==> src/hwrg_pkg.sv <==
// Shared types and constants for the H-bridge wheel reversal guard.
`timescale 1ns / 1ps

package hwrg_pkg;

  // Command codes on the input channel
  localparam logic [1:0] CMD_SET  = 2'd0;
  localparam logic [1:0] CMD_TICK = 2'd1;
  localparam logic [1:0] CMD_STOP = 2'd2;

  // Direction codes kept per wheel
  localparam logic [1:0] DIR_NONE = 2'd0;
  localparam logic [1:0] DIR_POS  = 2'd1;
  localparam logic [1:0] DIR_NEG  = 2'd2;

  // Configuration register indexes
  localparam int CFG_IDX_W = 2;
  localparam logic [CFG_IDX_W-1:0] CFG_MAX_SPEED   = 2'd0;
  localparam logic [CFG_IDX_W-1:0] CFG_DEAD_BAND   = 2'd1;
  localparam logic [CFG_IDX_W-1:0] CFG_PAUSE_TICKS = 2'd2;
  localparam logic [CFG_IDX_W-1:0] CFG_FIXED_DUTY  = 2'd3;
  localparam int CFG_DATA_W = 16;

  // Field widths
  localparam int SPEED_W = 16;
  localparam int MAX_W   = 15;
  localparam int BAND_W  = 10;
  localparam int PAUSE_W = 16;
  localparam int DUTY_W  = 8;

  // Register reset values
  localparam logic [MAX_W-1:0]   MAX_SPEED_RST   = 15'd12288;
  localparam logic [BAND_W-1:0]  DEAD_BAND_RST   = 10'd10;
  localparam logic [PAUSE_W-1:0] PAUSE_TICKS_RST = 16'd150;
  localparam logic [DUTY_W-1:0]  FIXED_DUTY_RST  = 8'd0;

  // One wheel's state word as held in the state memory
  typedef struct packed {
    logic signed [SPEED_W-1:0] wanted;
    logic [1:0]                dir;
    logic [PAUSE_W-1:0]        pause_left;
    logic                      paused;
    logic [DUTY_W-1:0]         duty;
    logic                      pin_a;
    logic                      pin_b;
  } entry_t;

  localparam int ENTRY_W = $bits(entry_t);

endpackage

==> src/hwrg_in_if.sv <==
// Input channel: command, wheel and speed with valid/ready.
`timescale 1ns / 1ps

interface hwrg_in_if;
  logic                     valid;
  logic                     ready;
  logic [1:0]               cmd;
  logic [1:0]               wheel;
  logic signed [hwrg_pkg::SPEED_W-1:0] speed;

  modport source (output valid, output cmd, output wheel, output speed, input ready);
  modport sink (input valid, input cmd, input wheel, input speed, output ready);
endinterface

==> src/hwrg_out_if.sv <==
// Result channel: one wheel's pins, duty and change flag with valid/ready.
`timescale 1ns / 1ps

interface hwrg_out_if;
  logic                        valid;
  logic                        ready;
  logic [1:0]                  wheel_id;
  logic [hwrg_pkg::DUTY_W-1:0] duty;
  logic                        pin_a;
  logic                        pin_b;
  logic                        changed;
  logic                        last;

  modport source (output valid, output wheel_id, output duty, output pin_a,
                  output pin_b, output changed, output last, input ready);
  modport sink (input valid, input wheel_id, input duty, input pin_a,
                input pin_b, input changed, input last, output ready);
endinterface

==> src/hwrg_cfg_if.sv <==
// Configuration write channel: register index and data with valid/ready.
`timescale 1ns / 1ps

interface hwrg_cfg_if;
  logic                           valid;
  logic                           ready;
  logic [hwrg_pkg::CFG_IDX_W-1:0]  index;
  logic [hwrg_pkg::CFG_DATA_W-1:0] data;

  modport source (output valid, output index, output data, input ready);
  modport sink (input valid, input index, input data, output ready);
endinterface

==> src/hwrg_ram.sv <==
// Generic single-write, single-read RAM with registered read data.
`timescale 1ns / 1ps

module hwrg_ram #(
  parameter int WIDTH = 8,
  parameter int DEPTH = 4
) (
  input  logic                                     clk,
  input  logic                                     we,
  input  logic [((DEPTH > 1) ? $clog2(DEPTH) : 1)-1:0] waddr,
  input  logic [WIDTH-1:0]                         wdata,
  input  logic [((DEPTH > 1) ? $clog2(DEPTH) : 1)-1:0] raddr,
  output logic [WIDTH-1:0]                         rdata
);

  logic [WIDTH-1:0] mem [DEPTH];

  // Write port and registered read port
  always_ff @(posedge clk) begin
    if (we) begin
      mem[waddr] <= wdata;
    end
    rdata <= mem[raddr];
  end

endmodule

==> src/hwrg_div.sv <==
// Serial duty divider: floor(mag * 255 / den), saturated at 255, one bit a cycle.
`timescale 1ns / 1ps

module hwrg_div (
  input  logic                           clk,
  input  logic                           rst_n,
  input  logic                           start,
  input  logic [hwrg_pkg::SPEED_W-1:0]   mag,
  input  logic [hwrg_pkg::MAX_W-1:0]     den,
  output logic                           busy,
  output logic                           done,
  output logic [hwrg_pkg::DUTY_W-1:0]    quot
);

  localparam int NUM_W = hwrg_pkg::SPEED_W + hwrg_pkg::DUTY_W;
  localparam int DEN_W = hwrg_pkg::MAX_W + hwrg_pkg::DUTY_W;

  logic             busy_r, busy_nxt;
  logic             done_r, done_nxt;
  logic [3:0]       cnt_r, cnt_nxt;
  logic [NUM_W-1:0] rem_r, rem_nxt;
  logic [DEN_W-1:0] dsh_r, dsh_nxt;
  logic [hwrg_pkg::DUTY_W-1:0] q_r, q_nxt;
  logic             ge;

  assign ge = rem_r >= {1'b0, dsh_r};

  // Saturation check first, then one restoring step per cycle
  always_comb begin
    busy_nxt = busy_r;
    done_nxt = 1'b0;
    cnt_nxt  = cnt_r;
    rem_nxt  = rem_r;
    dsh_nxt  = dsh_r;
    q_nxt    = q_r;
    if (start) begin
      busy_nxt = 1'b1;
      cnt_nxt  = 4'd8;
      rem_nxt  = {mag, 8'd0} - NUM_W'(mag);
      dsh_nxt  = {den, 8'd0};
      q_nxt    = '0;
    end else if (busy_r) begin
      dsh_nxt = dsh_r >> 1;
      if (cnt_r == 4'd8) begin
        if (ge) begin
          q_nxt    = '1;
          busy_nxt = 1'b0;
          done_nxt = 1'b1;
        end else begin
          cnt_nxt = 4'd7;
        end
      end else begin
        if (ge) begin
          rem_nxt = rem_r - NUM_W'(dsh_r);
          q_nxt[cnt_r[2:0]] = 1'b1;
        end
        if (cnt_r == 4'd0) begin
          busy_nxt = 1'b0;
          done_nxt = 1'b1;
        end else begin
          cnt_nxt = cnt_r - 4'd1;
        end
      end
    end
  end

  always_ff @(posedge clk) begin
    if (!rst_n) begin
      busy_r <= 1'b0;
      done_r <= 1'b0;
      cnt_r  <= '0;
    end else begin
      busy_r <= busy_nxt;
      done_r <= done_nxt;
      cnt_r  <= cnt_nxt;
    end
  end

  always_ff @(posedge clk) begin
    rem_r <= rem_nxt;
    dsh_r <= dsh_nxt;
    q_r   <= q_nxt;
  end

  assign busy = busy_r;
  assign done = done_r;
  assign quot = q_r;

endmodule

==> src/hbridge_wheel_reversal_guard.sv <==
// Top level: wheel state memory, control sequencer, duty divider and result register.
// Sequence: a set is accepted, its wheel read, then modified and written back. A tick or stop
// runs the wheels in turn (read, modify, emit), a tick adding a divider pass for
// a wheel with a scaled duty (nonzero speed, fixed duty zero).
// One item at a time; output stalls hold a tick or stop in its emit step.
// Reset: synchronous active low; registers take their reset values and per-wheel valid
// bits clear at once, so every wheel reads as all zero until written. No clearing pass.
`timescale 1ns / 1ps

module hbridge_wheel_reversal_guard #(
  parameter int WHEELS = 4
) (
  input  logic        clk,
  input  logic        rst_n,
  hwrg_in_if.sink     in_ch,
  hwrg_out_if.source  out_ch,
  hwrg_cfg_if.sink    cfg_ch
);

  localparam int WIDX_W = (WHEELS > 1) ? $clog2(WHEELS) : 1;
  localparam logic [WIDX_W-1:0] LAST_W = WIDX_W'(WHEELS - 1);

  localparam logic [2:0] S_IDLE = 3'd0;
  localparam logic [2:0] S_RD   = 3'd1;
  localparam logic [2:0] S_CALC = 3'd2;
  localparam logic [2:0] S_DIV  = 3'd3;
  localparam logic [2:0] S_EMIT = 3'd4;

  // Configuration registers
  logic [hwrg_pkg::MAX_W-1:0]   max_speed_r;
  logic [hwrg_pkg::BAND_W-1:0]  dead_band_r;
  logic [hwrg_pkg::PAUSE_W-1:0] pause_ticks_r;
  logic [hwrg_pkg::DUTY_W-1:0]  fixed_duty_r;
  logic [hwrg_pkg::MAX_W-1:0]   eff_max;

  // Sequencer state
  logic [2:0]        state_r, state_nxt;
  logic [WIDX_W-1:0] w_r, w_nxt;
  logic [1:0]        cmd_r, cmd_nxt;
  logic signed [hwrg_pkg::SPEED_W-1:0] speed_r, speed_nxt;
  hwrg_pkg::entry_t  wk_r, wk_nxt;
  logic              hold_r, hold_nxt;
  logic [WHEELS-1:0] valid_r;
  logic              rd_vld_r;

  // Result register
  logic              out_valid_r;
  logic [1:0]        out_wheel_r;
  logic [hwrg_pkg::DUTY_W-1:0] out_duty_r;
  logic              out_a_r, out_b_r, out_chg_r, out_last_r;
  logic              out_free, out_load;

  // Memory port
  logic                        ram_we;
  logic [hwrg_pkg::ENTRY_W-1:0] ram_wdata, ram_rdata;
  hwrg_pkg::entry_t            ent;
  hwrg_pkg::entry_t            wr_ent;

  // Divider
  logic                        div_start, div_busy, div_done;
  logic [hwrg_pkg::DUTY_W-1:0] div_q;
  logic [hwrg_pkg::SPEED_W-1:0] wk_mag;

  // Set-command clamp
  logic [hwrg_pkg::SPEED_W:0]  set_mag;
  logic signed [hwrg_pkg::SPEED_W-1:0] set_v;

  // Tick control-pass terms
  logic w_pos, w_neg, same, opp, still, hold_c;
  logic [hwrg_pkg::PAUSE_W-1:0] pl_dec;
  logic [1:0] dir1;
  logic [hwrg_pkg::PAUSE_W-1:0] pl1;
  logic signed [hwrg_pkg::SPEED_W-1:0] v_c;
  hwrg_pkg::entry_t tick_ent, stop_ent;

  // Emit terms
  logic [hwrg_pkg::DUTY_W-1:0] new_d;
  logic new_a, new_b, chg;

  assign eff_max = (max_speed_r == '0) ? hwrg_pkg::MAX_W'(1) : max_speed_r;

  // Configuration writes
  assign cfg_ch.ready = 1'b1;
  always_ff @(posedge clk) begin
    if (!rst_n) begin
      max_speed_r   <= hwrg_pkg::MAX_SPEED_RST;
      dead_band_r   <= hwrg_pkg::DEAD_BAND_RST;
      pause_ticks_r <= hwrg_pkg::PAUSE_TICKS_RST;
      fixed_duty_r  <= hwrg_pkg::FIXED_DUTY_RST;
    end else if (cfg_ch.valid) begin
      case (cfg_ch.index)
        hwrg_pkg::CFG_MAX_SPEED:   max_speed_r   <= cfg_ch.data[hwrg_pkg::MAX_W-1:0];
        hwrg_pkg::CFG_DEAD_BAND:   dead_band_r   <= cfg_ch.data[hwrg_pkg::BAND_W-1:0];
        hwrg_pkg::CFG_PAUSE_TICKS: pause_ticks_r <= cfg_ch.data[hwrg_pkg::PAUSE_W-1:0];
        hwrg_pkg::CFG_FIXED_DUTY:  fixed_duty_r  <= cfg_ch.data[hwrg_pkg::DUTY_W-1:0];
        default: ;
      endcase
    end
  end

  // Wheel state memory
  hwrg_ram #(
    .WIDTH (hwrg_pkg::ENTRY_W),
    .DEPTH (WHEELS)
  ) u_ram (
    .clk   (clk),
    .we    (ram_we),
    .waddr (w_r),
    .wdata (ram_wdata),
    .raddr (w_r),
    .rdata (ram_rdata)
  );

  assign ram_wdata = wr_ent;
  // Never-written wheels read as zero
  assign ent = rd_vld_r ? hwrg_pkg::entry_t'(ram_rdata) : '0;

  // Duty divider
  assign wk_mag = wk_nxt.wanted[hwrg_pkg::SPEED_W-1] ?
                  hwrg_pkg::SPEED_W'(-wk_nxt.wanted) : wk_nxt.wanted;

  hwrg_div u_div (
    .clk   (clk),
    .rst_n (rst_n),
    .start (div_start),
    .mag   (wk_mag),
    .den   (eff_max),
    .busy  (div_busy),
    .done  (div_done),
    .quot  (div_q)
  );

  // Set command: dead band, then symmetric clamp to the effective maximum
  always_comb begin
    set_mag = speed_r[hwrg_pkg::SPEED_W-1] ?
              (hwrg_pkg::SPEED_W+1)'(-$signed({speed_r[hwrg_pkg::SPEED_W-1], speed_r})) :
              {1'b0, speed_r};
    if (set_mag < (hwrg_pkg::SPEED_W+1)'(dead_band_r)) begin
      set_v = '0;
    end else if (set_mag > (hwrg_pkg::SPEED_W+1)'(eff_max)) begin
      set_v = speed_r[hwrg_pkg::SPEED_W-1] ?
              hwrg_pkg::SPEED_W'(-$signed({1'b0, eff_max})) :
              $signed({1'b0, eff_max});
    end else begin
      set_v = speed_r;
    end
  end

  // Tick: pause countdown, reversal zeroing and direction update
  always_comb begin
    w_neg  = ent.wanted[hwrg_pkg::SPEED_W-1];
    w_pos  = !w_neg && (ent.wanted != '0);
    same   = ((ent.dir == hwrg_pkg::DIR_POS) && w_pos) ||
             ((ent.dir == hwrg_pkg::DIR_NEG) && w_neg);
    opp    = ((ent.dir == hwrg_pkg::DIR_POS) && w_neg) ||
             ((ent.dir == hwrg_pkg::DIR_NEG) && w_pos);
    still  = ent.paused && !same;
    pl_dec = (ent.pause_left != '0) ? ent.pause_left - 1'b1 : '0;
    hold_c = still && (pl_dec != '0);
    dir1   = (still && (pl_dec == '0)) ? hwrg_pkg::DIR_NONE : ent.dir;
    pl1    = still ? pl_dec : ent.pause_left;
    v_c    = (opp && !ent.paused) ? '0 : ent.wanted;

    tick_ent = ent;
    if (hold_c) begin
      tick_ent.pause_left = pl_dec;
    end else begin
      tick_ent.wanted     = v_c;
      tick_ent.dir        = dir1;
      tick_ent.pause_left = pl1;
      tick_ent.paused     = still;
      if (v_c != '0) begin
        tick_ent.dir = v_c[hwrg_pkg::SPEED_W-1] ? hwrg_pkg::DIR_NEG : hwrg_pkg::DIR_POS;
      end else if (dir1 != hwrg_pkg::DIR_NONE) begin
        tick_ent.pause_left = pause_ticks_r;
        tick_ent.paused     = 1'b1;
      end
    end

    stop_ent        = ent;
    stop_ent.wanted = '0;
    stop_ent.dir    = hwrg_pkg::DIR_NONE;
  end

  // Emit: new outputs from the stored speed, change against held outputs
  always_comb begin
    if (hold_r) begin
      new_d = wk_r.duty;
      new_a = wk_r.pin_a;
      new_b = wk_r.pin_b;
    end else begin
      new_a = wk_r.wanted[hwrg_pkg::SPEED_W-1];
      new_b = !wk_r.wanted[hwrg_pkg::SPEED_W-1] && (wk_r.wanted != '0);
      if (wk_r.wanted == '0) begin
        new_d = '0;
      end else if (fixed_duty_r != '0) begin
        new_d = fixed_duty_r;
      end else begin
        new_d = div_q;
      end
    end
    chg = (new_d != wk_r.duty) || (new_a != wk_r.pin_a) || (new_b != wk_r.pin_b);
  end

  assign out_free = !out_valid_r || out_ch.ready;

  // Sequencer
  always_comb begin
    state_nxt = state_r;
    w_nxt     = w_r;
    cmd_nxt   = cmd_r;
    speed_nxt = speed_r;
    wk_nxt    = wk_r;
    hold_nxt  = hold_r;
    ram_we    = 1'b0;
    wr_ent    = wk_r;
    div_start = 1'b0;
    out_load  = 1'b0;
    case (state_r)
      S_IDLE: begin
        if (in_ch.valid) begin
          cmd_nxt   = in_ch.cmd;
          speed_nxt = in_ch.speed;
          w_nxt     = '0;
          case (in_ch.cmd)
            hwrg_pkg::CMD_SET: begin
              w_nxt = WIDX_W'(in_ch.wheel);
              if (32'(in_ch.wheel) < WHEELS) begin
                state_nxt = S_RD;
              end
            end
            hwrg_pkg::CMD_TICK, hwrg_pkg::CMD_STOP: state_nxt = S_RD;
            default: ;
          endcase
        end
      end
      S_RD: state_nxt = S_CALC;
      S_CALC: begin
        hold_nxt = 1'b0;
        case (cmd_r)
          hwrg_pkg::CMD_SET: begin
            wr_ent        = ent;
            wr_ent.wanted = set_v;
            ram_we        = 1'b1;
            state_nxt     = S_IDLE;
          end
          hwrg_pkg::CMD_STOP: begin
            wk_nxt    = stop_ent;
            state_nxt = S_EMIT;
          end
          hwrg_pkg::CMD_TICK: begin
            wk_nxt   = tick_ent;
            hold_nxt = hold_c;
            if (!hold_c && (fixed_duty_r == '0) && (tick_ent.wanted != '0)) begin
              div_start = 1'b1;
              state_nxt = S_DIV;
            end else begin
              state_nxt = S_EMIT;
            end
          end
          default: state_nxt = S_IDLE;
        endcase
      end
      S_DIV: begin
        if (div_done) begin
          state_nxt = S_EMIT;
        end
      end
      S_EMIT: begin
        if (out_free) begin
          wr_ent       = wk_r;
          wr_ent.duty  = new_d;
          wr_ent.pin_a = new_a;
          wr_ent.pin_b = new_b;
          ram_we       = 1'b1;
          out_load     = 1'b1;
          if (w_r == LAST_W) begin
            state_nxt = S_IDLE;
          end else begin
            w_nxt     = w_r + WIDX_W'(1);
            state_nxt = S_RD;
          end
        end
      end
      default: state_nxt = S_IDLE;
    endcase
  end

  assign in_ch.ready = (state_r == S_IDLE);

  // Control registers
  always_ff @(posedge clk) begin
    if (!rst_n) begin
      state_r     <= S_IDLE;
      w_r         <= '0;
      cmd_r       <= hwrg_pkg::CMD_SET;
      hold_r      <= 1'b0;
      valid_r     <= '0;
      rd_vld_r    <= 1'b0;
      out_valid_r <= 1'b0;
    end else begin
      state_r  <= state_nxt;
      w_r      <= w_nxt;
      cmd_r    <= cmd_nxt;
      hold_r   <= hold_nxt;
      rd_vld_r <= valid_r[w_r];
      if (ram_we) begin
        valid_r[w_r] <= 1'b1;
      end
      if (out_load) begin
        out_valid_r <= 1'b1;
      end else if (out_ch.ready) begin
        out_valid_r <= 1'b0;
      end
    end
  end

  // Payload registers
  always_ff @(posedge clk) begin
    speed_r <= speed_nxt;
    wk_r    <= wk_nxt;
    if (out_load) begin
      out_wheel_r <= 2'(w_r);
      out_duty_r  <= new_d;
      out_a_r     <= new_a;
      out_b_r     <= new_b;
      out_chg_r   <= chg;
      out_last_r  <= (w_r == LAST_W);
    end
  end

  assign out_ch.valid    = out_valid_r;
  assign out_ch.wheel_id = out_wheel_r;
  assign out_ch.duty     = out_duty_r;
  assign out_ch.pin_a    = out_a_r;
  assign out_ch.pin_b    = out_b_r;
  assign out_ch.changed  = out_chg_r;
  assign out_ch.last     = out_last_r;

  // The divider only runs while the sequencer waits on it
  a_div_in_state: assert property (@(posedge clk) disable iff (!rst_n)
    div_busy |-> (state_r == S_DIV))
    else $error("divider busy outside divide state");

  // Memory writes happen only in the modify or emit steps
  a_we_state: assert property (@(posedge clk) disable iff (!rst_n)
    ram_we |-> ((state_r == S_CALC) || (state_r == S_EMIT)))
    else $error("state memory written outside modify/emit");

  // Emitting the final wheel returns to idle with a last result pending
  a_last_idle: assert property (@(posedge clk) disable iff (!rst_n)
    (out_load && (w_r == LAST_W)) |=> ((state_r == S_IDLE) && out_valid_r && out_last_r))
    else $error("final wheel result not followed by idle");

  // A held pass never reports a change
  a_hold_nochg: assert property (@(posedge clk) disable iff (!rst_n)
    (out_load && hold_r) |=> !out_chg_r)
    else $error("held pass flagged as changed");

endmodule

==> src/flat_wrapper.sv <==
// flat-port wrapper written by rule: the top's interface ports become plain ports
module hbridge_wheel_reversal_guard_flat 
#(
  parameter int WHEELS = 4
)
  (clk, rst_n, in_ch_valid, in_ch_cmd, in_ch_wheel, in_ch_speed, in_ch_ready, out_ch_valid, out_ch_wheel_id, out_ch_duty, out_ch_pin_a, out_ch_pin_b, out_ch_changed, out_ch_last, out_ch_ready, cfg_ch_valid, cfg_ch_index, cfg_ch_data, cfg_ch_ready);
  hwrg_in_if in_ch_i ();
  hwrg_out_if out_ch_i ();
  hwrg_cfg_if cfg_ch_i ();
  input  logic clk;
  input  logic rst_n;
  input wire logic [$bits(in_ch_i.valid)-1:0] in_ch_valid;
  input wire logic [$bits(in_ch_i.cmd)-1:0] in_ch_cmd;
  input wire logic [$bits(in_ch_i.wheel)-1:0] in_ch_wheel;
  input wire logic [$bits(in_ch_i.speed)-1:0] in_ch_speed;
  output wire logic [$bits(in_ch_i.ready)-1:0] in_ch_ready;
  output wire logic [$bits(out_ch_i.valid)-1:0] out_ch_valid;
  output wire logic [$bits(out_ch_i.wheel_id)-1:0] out_ch_wheel_id;
  output wire logic [$bits(out_ch_i.duty)-1:0] out_ch_duty;
  output wire logic [$bits(out_ch_i.pin_a)-1:0] out_ch_pin_a;
  output wire logic [$bits(out_ch_i.pin_b)-1:0] out_ch_pin_b;
  output wire logic [$bits(out_ch_i.changed)-1:0] out_ch_changed;
  output wire logic [$bits(out_ch_i.last)-1:0] out_ch_last;
  input wire logic [$bits(out_ch_i.ready)-1:0] out_ch_ready;
  input wire logic [$bits(cfg_ch_i.valid)-1:0] cfg_ch_valid;
  input wire logic [$bits(cfg_ch_i.index)-1:0] cfg_ch_index;
  input wire logic [$bits(cfg_ch_i.data)-1:0] cfg_ch_data;
  output wire logic [$bits(cfg_ch_i.ready)-1:0] cfg_ch_ready;
  assign in_ch_i.valid = in_ch_valid;
  assign in_ch_i.cmd = in_ch_cmd;
  assign in_ch_i.wheel = in_ch_wheel;
  assign in_ch_i.speed = in_ch_speed;
  assign in_ch_ready = in_ch_i.ready;
  assign out_ch_valid = out_ch_i.valid;
  assign out_ch_wheel_id = out_ch_i.wheel_id;
  assign out_ch_duty = out_ch_i.duty;
  assign out_ch_pin_a = out_ch_i.pin_a;
  assign out_ch_pin_b = out_ch_i.pin_b;
  assign out_ch_changed = out_ch_i.changed;
  assign out_ch_last = out_ch_i.last;
  assign out_ch_i.ready = out_ch_ready;
  assign cfg_ch_i.valid = cfg_ch_valid;
  assign cfg_ch_i.index = cfg_ch_index;
  assign cfg_ch_i.data = cfg_ch_data;
  assign cfg_ch_ready = cfg_ch_i.ready;
  hbridge_wheel_reversal_guard #(.WHEELS(WHEELS)) u_core (.clk(clk), .rst_n(rst_n), .in_ch(in_ch_i), .out_ch(out_ch_i), .cfg_ch(cfg_ch_i));
endmodule
==> config.mk <==
export PLATFORM = sky130hd
export DESIGN_NAME = hbridge_wheel_reversal_guard_flat
export DESIGN_NICKNAME = d
export VERILOG_FILES = /design/src/hwrg_pkg.sv /design/src/hwrg_in_if.sv /design/src/hwrg_out_if.sv /design/src/hwrg_cfg_if.sv /design/src/hwrg_ram.sv /design/src/hwrg_div.sv /design/src/hbridge_wheel_reversal_guard.sv /design/src/flat_wrapper.sv
export SDC_FILE = /design/constraint.sdc
export NUM_CORES = 1
export LEC_CHECK = 0
export ABC_AREA = 1
export BUFFER_PORTS_ARGS = -buffer_cell sky130_fd_sc_hd__buf_2
export CORE_MARGIN = 3
export CORE_UTILIZATION = 50
export CTS_CLUSTER_SIZE = 25
export DETAILED_ROUTE_END_ITERATION = 10
export GPL_TIMING_DRIVEN = 1
export HOLD_SLACK_MARGIN = 0.12
export PLACE_DENSITY = 0.73
export SKIP_LAST_GASP = 1
export SYNTH_ARGS = -nofsm -noshare
export SYNTH_HDL_FRONTEND = slang
export SYNTH_SLANG_ARGS = --single-unit
==> constraint.sdc <==
create_clock -name clk -period 3.8 [get_ports clk]
set_input_delay 0.19 -clock clk [delete_from_list [all_inputs] [get_ports clk]]
set_output_delay 0.19 -clock clk [all_outputs]
set_load 0.01 [all_outputs]
# After elaboration in Yosys (flattened, before gate mapping)
# Memories as Yosys holds them, arrays and structs flattened. A register that Yosys moved wholly into a read port is not among the register bits.
# Index checks and enable logic that the tools add are counted.
# totals
reg_bits	199
mem_bits_rw	180
inputBits	43
out_inout_bits	17
word_cells	224
memories	1
# op_classes
n_addsub	8
magnitude_cmp	7
eq_ne	28
n_mux	81
bitwise_logic	4
reduce_logical	62
# mem_list
name	words	width	read_ports	rd_ports_with_merged_regs	wr	line_no	source
u_core.u_ram.mem	4	45	1	1	1	hwrg_ram.sv:16	logic [WIDTH-1:0] mem [DEPTH];
# op_table
cell	count
45-bit case mux with 2 select lines	2
45-bit two-way mux	3
16-bit two-way mux	8
24-bit two-way mux	4
16-bit nonzero test	6
17-bit two-way mux	3
8-bit two-way mux	6
23-bit two-way mux	2
16-bit logical NOT	2
1-bit two-way mux	26
24-bit by 23-bit greater-or-equal comparator with 1-bit output	1
24-bit by 16-bit subtractor with 24-bit output	1
24-bit by 23-bit subtractor with 24-bit output	1
4-bit two-way mux	5
18-bit two-way mux	1
17-bit by 15-bit > comparator with 1-bit output	1
17-bit by 10-bit less-than comparator with 1-bit output	1
16-bit negator with 17-bit output	1
15-bit negator with 16-bit output	1
16-bit negator	1
16-bit by 1-bit subtractor with 16-bit output (second input constant)	1
15-bit logical NOT	1
15-bit two-way mux	1
3-bit two-way mux	5
43 further kinds	106

# Longest topological paths before layout
# depth
ltp_word	19
ltp_mapped	32
ltp_nobuf	31

# Hierarchy
# Synthesis repeated with hierarchy kept, for this count alone.
# unflattened
cells_unflattened	2892
hier_area_um2	22972.0
# by_module_without_submodules
mod	instances	cells_each	area_per_inst_um2	seq_area_each_um2
hbridge_wheel_reversal_guard	1	1445	9670.5	3353.2
hwrg_ram	1	757	8528.2	6306.0
hwrg_div	1	690	4773.3	1611.5

# Worst setup path after synthesis
# OpenSTA, ideal clock, no wires.
# synth_path
path_kind	reg2reg
start	register u_core.cmd_r[0]
end	register u_core.u_div.rem_r[16], data pin
arrival_ns	3.784
path_slack_ns	-0.237
path_stages_with_launch	22
path_cell_list	dfxtp_1 -> inv_1 -> ha_1 -> nand2_1 -> inv_1 -> o21ai_1 -> inv_1 -> ha_1 -> nand3_1 -> nor2_1 -> nand3_1 -> nand2_2 -> nand3_1 -> xnor2_1 -> ha_1 -> nand2_1 -> inv_1 -> a21oi_1 -> a21boi_0 -> nand3_1 -> nand3_1 -> nand2_1
# synth_between
elab_chain_cells	7
elab_cells_between_ends	10
classes_between	2 x add/sub; 2 x eq/ne; 6 x mux
# synth_lines
element	line_no	source
start, declared	hbridge_wheel_reversal_guard.sv:39	logic [1:0] cmd_r, cmd_nxt;
start signal, assigned	hbridge_wheel_reversal_guard.sv:296	cmd_r <= hwrg_pkg::CMD_SET;
start signal, assigned	hbridge_wheel_reversal_guard.sv:304	cmd_r <= cmd_nxt;
2-bit by 1-bit == test with 1-bit output / 2-bit == test (equally long branches)	hbridge_wheel_reversal_guard.sv:240	case (cmd_r)
45-bit case mux with 2 select lines *	hbridge_wheel_reversal_guard.sv:240	
45-bit two-way mux *	hbridge_wheel_reversal_guard.sv:219	case (state_r)
16-bit negator	hbridge_wheel_reversal_guard.sv:120	hwrg_pkg::SPEED_W'(-wk_nxt.wanted) : wk_nxt.wanted;
16-bit two-way mux *	hbridge_wheel_reversal_guard.sv:119	assign wk_mag = wk_nxt.wanted[hwrg_pkg::SPEED_W-1] ?
named net u_core.u_div.mag, one bit	hwrg_div.sv:8	input logic [hwrg_pkg::SPEED_W-1:0] mag,
24-bit by 16-bit subtractor with 24-bit output *	hwrg_div.sv:39	rem_nxt = {mag, 8'd0} - NUM_W'(mag);
24-bit two-way mux *	hwrg_div.sv:36	if (start) begin
named net u_core.u_div.rem_nxt[16]	hwrg_div.sv:21	logic [NUM_W-1:0] rem_r, rem_nxt;
end signal, assigned	hwrg_div.sv:80	rem_r <= rem_nxt;
end, declared	hwrg_div.sv:21	
# The timed path passes the listed nets; every way through them passes the cells marked *. The select of a mux whose other input is x is not followed.
# A chain may end at the register's enable or synchronous reset.

# Worst setup path after layout
# layout_path
start	register u_core.speed_r[0] (netlist name)
end	memory u_core.u_ram.mem[2][31] (netlist name), data pin
# layout_between
elab_chain_cells	7
elab_cells_between_ends	8
classes_between	1 x add/sub; 2 x order compare; 5 x mux
# layout_lines
element	line_no	source
start, declared	hbridge_wheel_reversal_guard.sv:40	logic signed [hwrg_pkg::SPEED_W-1:0] speed_r, speed_nxt;
start signal, assigned	hbridge_wheel_reversal_guard.sv:320	speed_r <= speed_nxt;
16-bit negator with 17-bit output	hbridge_wheel_reversal_guard.sv:136	(hwrg_pkg::SPEED_W+1)'(-$signed({speed_r[hwrg_pkg::SPEED_W-1], speed_r})) :
17-bit two-way mux *	hbridge_wheel_reversal_guard.sv:135	set_mag = speed_r[hwrg_pkg::SPEED_W-1] ?
17-bit by 15-bit > comparator with 1-bit output	hbridge_wheel_reversal_guard.sv:140	end else if (set_mag > (hwrg_pkg::SPEED_W+1)'(eff_max)) begin
16-bit two-way mux	hbridge_wheel_reversal_guard.sv:140	
16-bit two-way mux *	hbridge_wheel_reversal_guard.sv:138	if (set_mag < (hwrg_pkg::SPEED_W+1)'(dead_band_r)) begin
45-bit two-way mux *	hbridge_wheel_reversal_guard.sv:240	
45-bit case mux with 2 select lines *	hbridge_wheel_reversal_guard.sv:219	
named net u_core.ram_wdata, one bit	hbridge_wheel_reversal_guard.sv:55	logic [hwrg_pkg::ENTRY_W-1:0] ram_wdata, ram_rdata;
end, declared	hwrg_ram.sv:16	
# The timed path passes the listed nets; every way through them passes the cells marked *.

==> results by group <==
Outcome
  • Status: completed

Clocking
  • Clk_lat worst skew: 570 ps
  • H-Tree Depth: 2
  • Clock sink count: 424
  • Root buf cell: clkbuf_16
  • Clock Path Buffers: 3
  • Number of buffers created by CTS: 46
  • CTS tree: yes
  • CTS clk-pin slew, worst paths: 60 ps

Layout
  • Fraction of layout cells with a size suffix above 1: 17.8%
  • Final nets: 2633
  • ANT cells: 0
  • Area delta synth->final: 19.5%
  • Commonest non-fill, non-tap cells in the layout: nand2_1 (352), edfxtp_1 (278), nor2_1 (244), inv_1 (240), o21ai_0 (240)
  • Commonest non-fill, non-tap cell in the layout: nand2_1
  • Core Util, Final: 61.2%

Setup path
  • Reg-to-reg critical path endpoint: u_core.u_ram.mem[2][31]$_DFFE_PP_
  • Worst setup path end: u_core.u_ram.mem[2][31]$_DFFE_PP_
  • Worst endpoint data arrival time: 4110 ps
  • Capturing element type of the critical path: register
  • Worst r2r src: u_core.speed_r[0]$_DFFE_PP_
  • Category of the worst setup path launch point: register
  • Cell repeated most along the worst path: nand2_1
  • Crit-path cells: inv_2, ha_1, inv_1, nor4_2, nand2_1, o31ai_4, nand2_1, xor2_1, ha_1, nand2_1, or4_4, a2111o_1, nand2_2, inv_6, a21oi_1, o21ai_0, o21ai_1
  • Crit path max fanout: 25
  • Flop-to-flop setup slack: 70 ps
  • R2R depth: 17
  • Crit. Startpoint: u_core.speed_r[0]$_DFFE_PP_
  • Critical path class: register to register
  • Worst Path Required: 4180 ps
  • Largest stage delay on the critical path: 480 ps
  • CP max-delay cell: or4_4

Synthesis
  • #FFs+latches synth: 424
  • Synth area leader: edfxtp_1
  • Post-synthesis sequential area ratio: 53.5%
  • Yosys warning count: 0
  • Syn Inst Count: 2335
  • Ys flop type: edfxtp_1
  • Largest cells by area after synthesis: edfxtp_1 (40%), dfxtp_1 (14%), nand2_1 (6.6%)
  • Syn Area/Cell: 9.03 um2
  • Yosys cell types: 62
  • Synth top area share: 39.6%
  • FFs w/ async S/R, synth: 0%
  • Mapped Area: 21100 um2
  • Post-synth EDFFs: 278
  • Synth Net Count: 2443

Min path
  • Worst min path class: input pin to register

GRT
  • Initial antenna violation count: 1
  • Vias in the first global route: 16.7k
  • Pin count of the biggest net entering global routing: 55
  • GRT Residual Overflow: 0
  • All-Layer GR Usage: 25.7%
  • First-pass GRT wire length: 89900 um

STA
  • Skew final: 24.8 ps
  • Final number of max-transition violations: 0
  • Post-route setup TNS: 0 ps
  • Unrepaired setup endpoints after global routing: true
  • Min cycle time layout: 3730 ps
  • Rel. slew slack: 31.5%
  • Final setup vio count: 0
  • Fin crit share: 98.0%
  • Final hold vios: 0
  • Fmax: 268 MHz
  • Tightest Pin Transition: 1030 ps

Routing
  • First DRT Iteration DRCs: 1565
  • DRC: 0
  • Vias: 17.5k
  • DRT Pass-1 Iters: 6
  • Post-route ant nets: 0
  • Vias per inst: 5.65
  • Final WL: 58200 um
  • Avg WL per Cell: 18.8 um

Power
  • Lkg Pwr: 10.5 nW
  • Pwr/cell area: 613 nW/um2
  • Worst vdd ir: 0.391 mV

Floorplanning
  • Die extent in x: 211 um
  • Die H: 211 um
  • Rows: 74
  • Core ar.: 41200 um2
  • Top Ports: 60
  • Die Area: 44700 um2
  • Initial core utilization: 51.2%

Placed design
  • Gp weighted congestion: 1.00
  • Final HPWL from detailed placement: 39900 um
  • PortBufs: 58

Run
  • MaxCap Viol Count: 0
Yosys cell counts (all sizes together) (7+ instances only):
master	number
o211ai	23
nor4	13
clkbuf	67
nand4	20
xnor2	14
dfxtp	146
o221ai	12
a21oi	123
xor2	51
nand3	106
a31oi	7
ha	64
edfxtp	278
nand2	398
o22ai	81
nor2	276
o21ai	278
o31ai	9
buf	23
o21a	9
inv	276
nor3	27
worst min-delay path by stage:
| stage | startpoint | endpoint | slack (ps) | depth (start not counted) |
|---|---|---|---|---|
| after floorplan | in_ch_speed[0] | u_core.speed_r[0]$_DFFE_PP_ | 290 | 0 |
| after global placement | in_ch_speed[6] | u_core.speed_r[6]$_DFFE_PP_ | 370 | 1 |
| after detailed placement | in_ch_speed[13] | u_core.speed_r[13]$_DFFE_PP_ | 370 | 1 |
| after CTS | in_ch_valid | u_core.w_r[1]$_SDFFE_PN0P_ | 130 | 4 |
| after global routing | in_ch_valid | u_core.w_r[1]$_SDFFE_PN0P_ | 200 | 4 |
| final | in_ch_valid | u_core.w_r[1]$_SDFFE_PN0P_ | 170 | 4 |
critical path: cells and delay by family (launching register included):
kind | cells | cell delay [ps]
and+or+nand+nor | 6 | 1160
DFF | 1 | 440
adders and majority gates | 2 | 480
AOI/OAI and AO/OA | 5 | 1020
xor gates and xnor gates | 1 | 160
buffers and inverters | 3 | 260
repair_timing:
item / in CTS / in global routing
hold buffers: 44 / 0
pin swaps: 3 / 57
setup buffers: 2 / 31
setup endpoints to repair: 138 / 177
hold endpoints to repair: 70 / 0
resized for setup: 15 / 150
gates cloned: 2 / 3
flip-flops by register name (all words and copies together), names as in the netlist, 2 cells and up:
name,count
u_core.u_div.quot,8
u_core.u_ram.rdata,45
u_core.u_div.rem_r,24
u_core.wk_r,45
u_core.w_r,2
u_core.dead_band_r,10
u_core.valid_r,4
u_core.speed_r,16
u_core.out_ch.duty,8
u_core.out_ch.wheel_id,2
u_core.pause_ticks_r,16
u_core.u_div.cnt_r,4
u_core.max_speed_r,15
u_core.fixed_duty_r,8
u_core.u_ram.mem,180
u_core.state_r,3
u_core.u_div.dsh_r,23
u_core.cmd_r,2
power breakdown:
group / switching (W) / leakage, nW / internal (W)
Sequential: 0.000263 / 3.76 / 0.00538
Clock: 0.00182 / 0.716 / 0.00250
Combinational: 0.00342 / 6.03 / 0.00207
logic make-up (layout without fill, tap and decap cells):
family | Yosys count | in the layout | share of synthesized area (%)
adders and majority gates | 65 | 65 | 3.89
other | 1 | 1 | 0.0178
and+or+nand+nor | 854 | 856 | 17.8
AOI/OAI and AO/OA | 555 | 555 | 14.7
buffers and inverters | 371 | 595 | 7.44
DFF | 424 | 424 | 53.5
xor gates and xnor gates | 65 | 65 | 2.70
per-stage QoR:
| step | area, um2 | setup WS (ps) | power, W | cells | hold slack [ps] |
|---|---|---|---|---|---|
| after floorplan | 21100 | 23.5 | 0.00893 | 2335 | 289 |
| final | 25200 | 74.7 | 0.0155 | 3093 | 166 |
| after detailed placement | 22400 | -188 | 0.0103 | 2927 | 368 |
| after CTS | 24400 | 20.0 | 0.0148 | 3059 | 133 |
| after global routing | 25200 | -173 | 0.0163 | 3093 | 203 |
| after global placement | 22400 | -186 | 0.0102 | 2927 | 368 |
metal layers:
metal	up-vias	global-route usage, %	part of all wire, %
li1	8391	-	-
met1	8310	34.6	42
met2	630	42.4	47
met3	132	3.72	7.0
met4	0	9.86	3.6
met5	-	0	0
layout make-up:
type | instances | area, um2
fillers | 3349 | 16000
flip-flops and latches | 424 | 11300
multi-input cells | 1542 | 8880
repair buffers | 230 | 1830
clock buffers | 61 | 1310
inverters | 280 | 1080
well taps | 532 | 666
clock inverters | 23 | 156
repair inverters | 1 | 6.26
Note: power is estimated with default switching activity, not from simulation.
